===== src/design/sprq_pkg.sv =====
// Shared types and constants for the sorted priority queue.
// No dependencies; used by sprq_cell, sorted_priority_queue and the testbench.
package sprq_pkg;

    localparam int DEPTH   = 16;
    localparam int CNT_W   = $clog2(DEPTH + 1);
    localparam int DATA_W  = 32;
    localparam int OCC_W   = 5;
    localparam int STAT_W  = 2;

    localparam logic KIND_PUSH = 1'b0;
    localparam logic KIND_POP  = 1'b1;

    localparam logic [STAT_W-1:0] ST_OK    = 2'd0;
    localparam logic [STAT_W-1:0] ST_FULL  = 2'd1;
    localparam logic [STAT_W-1:0] ST_EMPTY = 2'd2;

    typedef struct packed {
        logic                     kind;
        logic signed [DATA_W-1:0] value;
        logic signed [DATA_W-1:0] priority_req;
    } req_t;

    typedef struct packed {
        logic signed [DATA_W-1:0] popped_value;
        logic        [STAT_W-1:0] status;
        logic        [OCC_W-1:0]  occupancy;
        logic signed [DATA_W-1:0] top_value;
    } rsp_t;

    // One stored entry
    typedef struct packed {
        logic signed [DATA_W-1:0] value;
        logic signed [DATA_W-1:0] prio;
    } entry_t;

    // Command broadcast to every cell
    typedef struct packed {
        logic   push;
        logic   pop;
        entry_t ins;
    } cmd_t;

endpackage


===== src/design/sprq_cell.sv =====
// One slot of the sorted queue chain: holds an entry and shifts with neighbors.
// Depends on sprq_pkg.
module sprq_cell
(
    input  logic            clk,
    input  sprq_pkg::cmd_t  cmd,
    input  logic            occupied,
    input  logic            cand_left,
    input  sprq_pkg::entry_t left_entry,
    input  sprq_pkg::entry_t right_entry,
    output logic            cand,
    output sprq_pkg::entry_t entry
);

    sprq_pkg::entry_t entry_reg;
    sprq_pkg::entry_t entry_next;

    // New entry lands at or above this slot: slot empty or holds a lower priority.
    // Equal priorities stay ahead so the older one leaves first.
    assign cand  = !occupied || (entry_reg.prio < cmd.ins.prio);
    assign entry = entry_reg;

    always_comb
    begin
        entry_next = entry_reg;
        if (cmd.push)
        begin
            if (cand_left)
            begin
                entry_next = left_entry;
            end
            else if (cand)
            begin
                entry_next = cmd.ins;
            end
        end
        else if (cmd.pop)
        begin
            entry_next = right_entry;
        end
    end

    always_ff @(posedge clk)
    begin
        entry_reg <= entry_next;
    end

endmodule


===== src/design/sorted_priority_queue.sv =====
// Sorted priority queue: a chain of DEPTH cells, cell 0 holds the top entry.
// The response is registered in the cycle after the request is accepted.
// Throughput: one transaction per cycle while responses are taken; every cell
// compares in parallel and shifts with its neighbor in the same cycle.
// Reset: rst_n asynchronous, clears the entry count and the response valid;
// cell contents are not reset and are only read below the count.
module sorted_priority_queue
(
    input  logic            clk,
    input  logic            rst_n,
    input  logic            req_valid,
    output logic            req_ready,
    input  sprq_pkg::req_t  req,
    output logic            rsp_valid,
    input  logic            rsp_ready,
    output sprq_pkg::rsp_t  rsp
);

    localparam int DEPTH  = sprq_pkg::DEPTH;
    localparam int CNT_W  = sprq_pkg::CNT_W;

    // Control state
    logic [CNT_W-1:0] count_reg;
    logic [CNT_W-1:0] count_next;
    logic             rsp_valid_reg;
    logic             rsp_valid_next;
    sprq_pkg::rsp_t   rsp_reg;
    sprq_pkg::rsp_t   rsp_next;

    // Chain wiring; the extra entry past the end feeds the last cell on a pop
    sprq_pkg::entry_t ent_w  [DEPTH+1];
    logic             cand_w [DEPTH+1];
    sprq_pkg::cmd_t   cmd;

    logic accept;
    logic is_pop;
    logic full;
    logic empty;
    logic push_ok;
    logic pop_ok;

    // Response register parts the two sides; a new transaction is accepted
    // in the same cycle a waiting result is taken.
    assign req_ready = !rsp_valid_reg || rsp_ready;
    assign accept    = req_valid && req_ready;
    assign is_pop    = (req.kind == sprq_pkg::KIND_POP);
    assign full      = (count_reg == CNT_W'(DEPTH));
    assign empty     = (count_reg == '0);
    assign push_ok   = accept && !is_pop && !full;
    assign pop_ok    = accept && is_pop && !empty;

    assign cmd.push      = push_ok;
    assign cmd.pop       = pop_ok;
    assign cmd.ins.value = req.value;
    assign cmd.ins.prio  = req.priority_req;

    assign cand_w[0]     = 1'b0;
    assign ent_w[DEPTH]  = ent_w[DEPTH-1];

    genvar gi;
    generate
        for (gi = 0; gi < DEPTH; gi++)
        begin : g_cell
            sprq_pkg::entry_t left_entry;
            if (gi == 0)
            begin : g_first
                assign left_entry = ent_w[0];
            end
            else
            begin : g_rest
                assign left_entry = ent_w[gi-1];
            end

            sprq_cell u_cell
            (
                .clk         (clk),
                .cmd         (cmd),
                .occupied    (count_reg > CNT_W'(gi)),
                .cand_left   (cand_w[gi]),
                .left_entry  (left_entry),
                .right_entry (ent_w[gi+1]),
                .cand        (cand_w[gi+1]),
                .entry       (ent_w[gi])
            );
        end
    endgenerate

    // Entry count and response contents
    always_comb
    begin
        count_next          = count_reg;
        rsp_next            = rsp_reg;
        rsp_valid_next      = rsp_valid_reg;

        if (rsp_ready)
        begin
            rsp_valid_next = 1'b0;
        end

        if (push_ok)
        begin
            count_next = count_reg + CNT_W'(1);
        end
        else if (pop_ok)
        begin
            count_next = count_reg - CNT_W'(1);
        end

        if (accept)
        begin
            rsp_valid_next        = 1'b1;
            rsp_next.popped_value = '0;
            rsp_next.status       = sprq_pkg::ST_OK;
            rsp_next.top_value    = '0;
            rsp_next.occupancy    = sprq_pkg::OCC_W'(count_next);

            if (!is_pop)
            begin
                if (full)
                begin
                    rsp_next.status    = sprq_pkg::ST_FULL;
                    rsp_next.top_value = ent_w[0].value;
                end
                else if (cand_w[1])
                begin
                    // new entry becomes the top (also covers an empty queue)
                    rsp_next.top_value = req.value;
                end
                else
                begin
                    rsp_next.top_value = ent_w[0].value;
                end
            end
            else
            begin
                if (empty)
                begin
                    rsp_next.status = sprq_pkg::ST_EMPTY;
                end
                else
                begin
                    rsp_next.popped_value = ent_w[0].value;
                    if (count_reg > CNT_W'(1))
                    begin
                        rsp_next.top_value = ent_w[1].value;
                    end
                end
            end
        end
    end

    always_ff @(posedge clk or negedge rst_n)
    begin
        if (!rst_n)
        begin
            count_reg     <= '0;
            rsp_valid_reg <= 1'b0;
        end
        else
        begin
            count_reg     <= count_next;
            rsp_valid_reg <= rsp_valid_next;
        end
    end

    // Payload register, no reset
    always_ff @(posedge clk)
    begin
        rsp_reg <= rsp_next;
    end

    assign rsp_valid = rsp_valid_reg;
    assign rsp       = rsp_reg;

endmodule


===== config.mk =====
export PLATFORM = sky130hd
export DESIGN_NAME = sorted_priority_queue
export DESIGN_NICKNAME = d
export VERILOG_FILES = /design/src/design/sprq_pkg.sv /design/src/design/sprq_cell.sv /design/src/design/sorted_priority_queue.sv
export SDC_FILE = /design/constraint.sdc
export NUM_CORES = 2
export LEC_CHECK = 0
export BUFFER_PORTS_ARGS = -buffer_cell sky130_fd_sc_hd__buf_2
export CAP_MARGIN = 20
export CORE_MARGIN = 8
export CORE_UTILIZATION = 30
export CTS_BUF_LIST = sky130_fd_sc_hd__clkbuf_16
export CTS_CLUSTER_DIAMETER = 40
export DETAILED_ROUTE_END_ITERATION = 6
export GPL_TIMING_DRIVEN = 0
export PLACE_DENSITY = 0.54
export SLEW_MARGIN = 20
export SYNTH_ARGS = -nofsm -noshare
export SYNTH_HDL_FRONTEND = slang
export SYNTH_SLANG_ARGS = --single-unit

===== constraint.sdc =====
create_clock -name clk -period 7 [get_ports clk]
set_input_delay 0.7 -clock clk [delete_from_list [all_inputs] [get_ports clk]]
set_output_delay 0.7 -clock clk [all_outputs]
set_load 0.005 [all_outputs]

==> out/results.ini <==
[run_status]
outcome=complete, but fails checks
violations=DRC, setup timing

[job]
drv_cap=0

[cells_and_area]
fin_area_um2=80740
layout_common_cells=1095 x edfxtp_1, 805 x nand2_1, 590 x nor2_1
finalNetCount=7424
final_cell_count_no_fill=10020
final_core_util_pct=36.39
layout_commonest_cell=edfxtp_1
largest_reg_flops=1024
drive_above_1_share_pct=11.13
area_growth_pct=20.74

[detailed_routing]
wl_um=292800
wl_per_cell_um=29.22
first_pass_iters=7
num_vias=57960
drc=2
drtAntennaViolNets=0
vias_per_cell=5.783
first_iter_violations=7286

[global_routing]
antenna_found_initial=28
use_met1_pct=30.75
track_usage_pct=23.50
use_met2_pct=36.40
met3_usage_pct=5.474
grt-ovfl-total=0
grt_max_degree=42
grt_pass1_wl_um=412200
top_usage_layer=met2
grt_pass1_vias=57540

[min_path]
hold_start=req_valid
min_path_type=in -> reg
min_path_cells=2
holdPathEnd=rsp_valid

[logic_synthesis]
async_flop_share_pct=0.5450
synth_top_area_share_pct=49.17
avgSynthCellArea_um2=10.34
synth_sequential_area_ratio_pct=49.39
synth.yosys.warnings=0
muxShareOfSynthArea_pct=9.267
synth_xor_area_share_pct=0.07858
yosys.area_share.adder_pct=9.374
synth-compound-area-share_pct=15.92
synth_top_family_by_area=compound AO/OA/AOI/OAI gates
syn_area_um2=66870
syn_inst=6467
syn_nets=7037
synth-seq-cells=1101
synth_simple_gate_area_share_pct=12.23
synth_cell_type_count=65
synth_edf_count=1095
yosys.area.top_type=edfxtp_1
ys_top_cells_by_area=edfxtp_1 49%, ha_1 9.4%, mux2i_1 8.2%, nand2_1 4.5%, a21oi_1 4.2%
synthFlopType=edfxtp_1

[critical_path]
arrival_ps=7620
worst_setup_path_start_kind=input pin
r2r-start=g_cell[14].u_cell.entry[1]
cp.required_ps=7550
r2r_slack_ps=1120
path_buf_inv=7
critPathMostFrequentCell=buf_2
crit_path_top_delay_cell=o21ai_0
crit_type=in -> reg
critPathTopFamily=compound AO/OA/AOI/OAI gates
cp-end-kind=flop
cp_max_fo=18
reg2reg_to=g_cell[14].u_cell.entry[18]
r2r_cells=16
slowest_delay_ps=930
critical_path.cell_chain=clkbuf_1 > buf_1 > inv_1 > ha_1 > a2111oi_0 > nor3_1 > o21ai_0 > a21oi_1 > o211ai_1 > a211oi_1 > buf_2 > buf_2 > a31oi_4 > buf_8 > buf_16

[timing]
worstMarginPinSlew_ps=1334
setup_viol=37
fin_ws_ps=-64.20
slew-limit-headroom_pct=11.09
fmax_mhz=141.6
final.min_clock_period_ps=7064
grt_setup_unrepaired=no
hold_viol_final=0
maxSlewViolCount=0
clock_skew_ps=46.02
period_share_pct=100.9

[power]
power_density_nw_per_um2=369.6
total_power_mw=29.85
irDropWorstVdd_uv=305.2
p_leak_nw=30.86

[clock_network]
ctsRootBufferMaster=clkbuf_16
h-tree-depth=4
cts_tree=yes
cts_sinks=1101
clk_path_buf_depth=3
clkTransAtPathRegs_ps=60
cts_buffers=206
clk_latency_ps=860

[floorplanning]
start_util_pct=30.14
die_w_um=488.1
io_pins=142
core_area_um2=221900
die_area_um2=238300
fp.dieH_um=488.1
rows=173

[placed_design]
place_ws_ps=-1368
place_congestion=0.9472
dpl.cell_count=9596
place_area_um2=73150
io_buffers=78
hpwlAfterDp_um=222800

[cells in the mapped netlist, types with 43 or more instances]
master    number
o211ai_1      77
mux2_2        65
o32ai_1       64
o21ai_0      369
o21a_1        70
nor2_1       592
a22oi_1       66
nand3_1       92
buf_1         49
a211oi_1     163
nor3_1       277
ha_1         501
a21oi_1      559
nand4_1       65
a31oi_1       43
clkbuf_1     393
a22o_1        64
buf_2         88
mux2i_1      546
edfxtp_1    1095
a21o_1       141
nand2_1      808
inv_1         44
[worst max path at each step]
| stage | from | end | cells past startpoint |
|---|---|---|---|
| 2_1_floorplan | req[1] | g_cell[4].u_cell.entry[0] | 13 |
| 3_3_place_gp | req[4] | g_cell[15].u_cell.entry[16] | 12 |
| 3_5_place_dp | req[3] | g_cell[0].u_cell.entry[52] | 16 |
| 4_1_cts | req[2] | g_cell[14].u_cell.entry[18] | 19 |
| 5_1_grt | req[6] | g_cell[14].u_cell.entry[18] | 18 |
| 6_report | req[3] | g_cell[4].u_cell.entry[36] | 15 |
[routing by layer]
layer	wire length, um	up-vias
met4	15780	2
met1	120500	29010
met5	17	-
met2	128800	3140
met3	27650	677
li1	-	25130
[worst register-to-register path: cells and delay by family, from the launching register on]
kind	cells	cell delay [ps]
compound gates	7	2100
xor+xnor	1	320
fa+ha+maj	1	290
buf+inv	6	1840
flops	1	440
simple gates	1	580
[layout make-up]
class | count | area (um^2)
Fill cell | 22080 | 141100
Sequential cell | 1101 | 33030
Multi-Input combinational cell | 4770 | 31640
Clock buffer | 207 | 5180
Tap cell | 2975 | 3722
Timing Repair Buffer | 179 | 2441
Buffer | 552 | 2379
Clock inverter | 179 | 2122
Inverter | 44 | 190.2
Antenna cell | 15 | 37.54
[timing repair]
action                                  4_1_cts  5_1_grt
endpoints found under the hold margin         6        0
buffers inserted                              4       20
cloned                                        0        0
endpoints found under the setup margin      168       71
hold buffers                                  1        0
resized for setup                             8        5
[logic make-up after synthesis]
kind of cell    Yosys count
xor+xnor                  6
fa+ha+maj               501
flops                  1101
buf+inv                 596
simple gates           1936
mux                     611
compound gates         1716
[report_power, final]
group	total, mW	leakage [nW]	internal, mW	switching, mW
combinational	9.65	16.9	3.31	6.34
sequential	9.57	10.4	8.79	0.783
clock	10.6	3.56	6.73	3.89
[metrics by stage]
stage | hold WS, ps | setup TNS [ps]
floorplan | 404.4 | -25780
global placement | 505.3 | -6615050
detailed placement | 510.8 | -566860
CTS | 10.87 | 0
global route | 69.56 | 0
finish | 61.36 | -1236
Power figures use the tool's default switching activity.
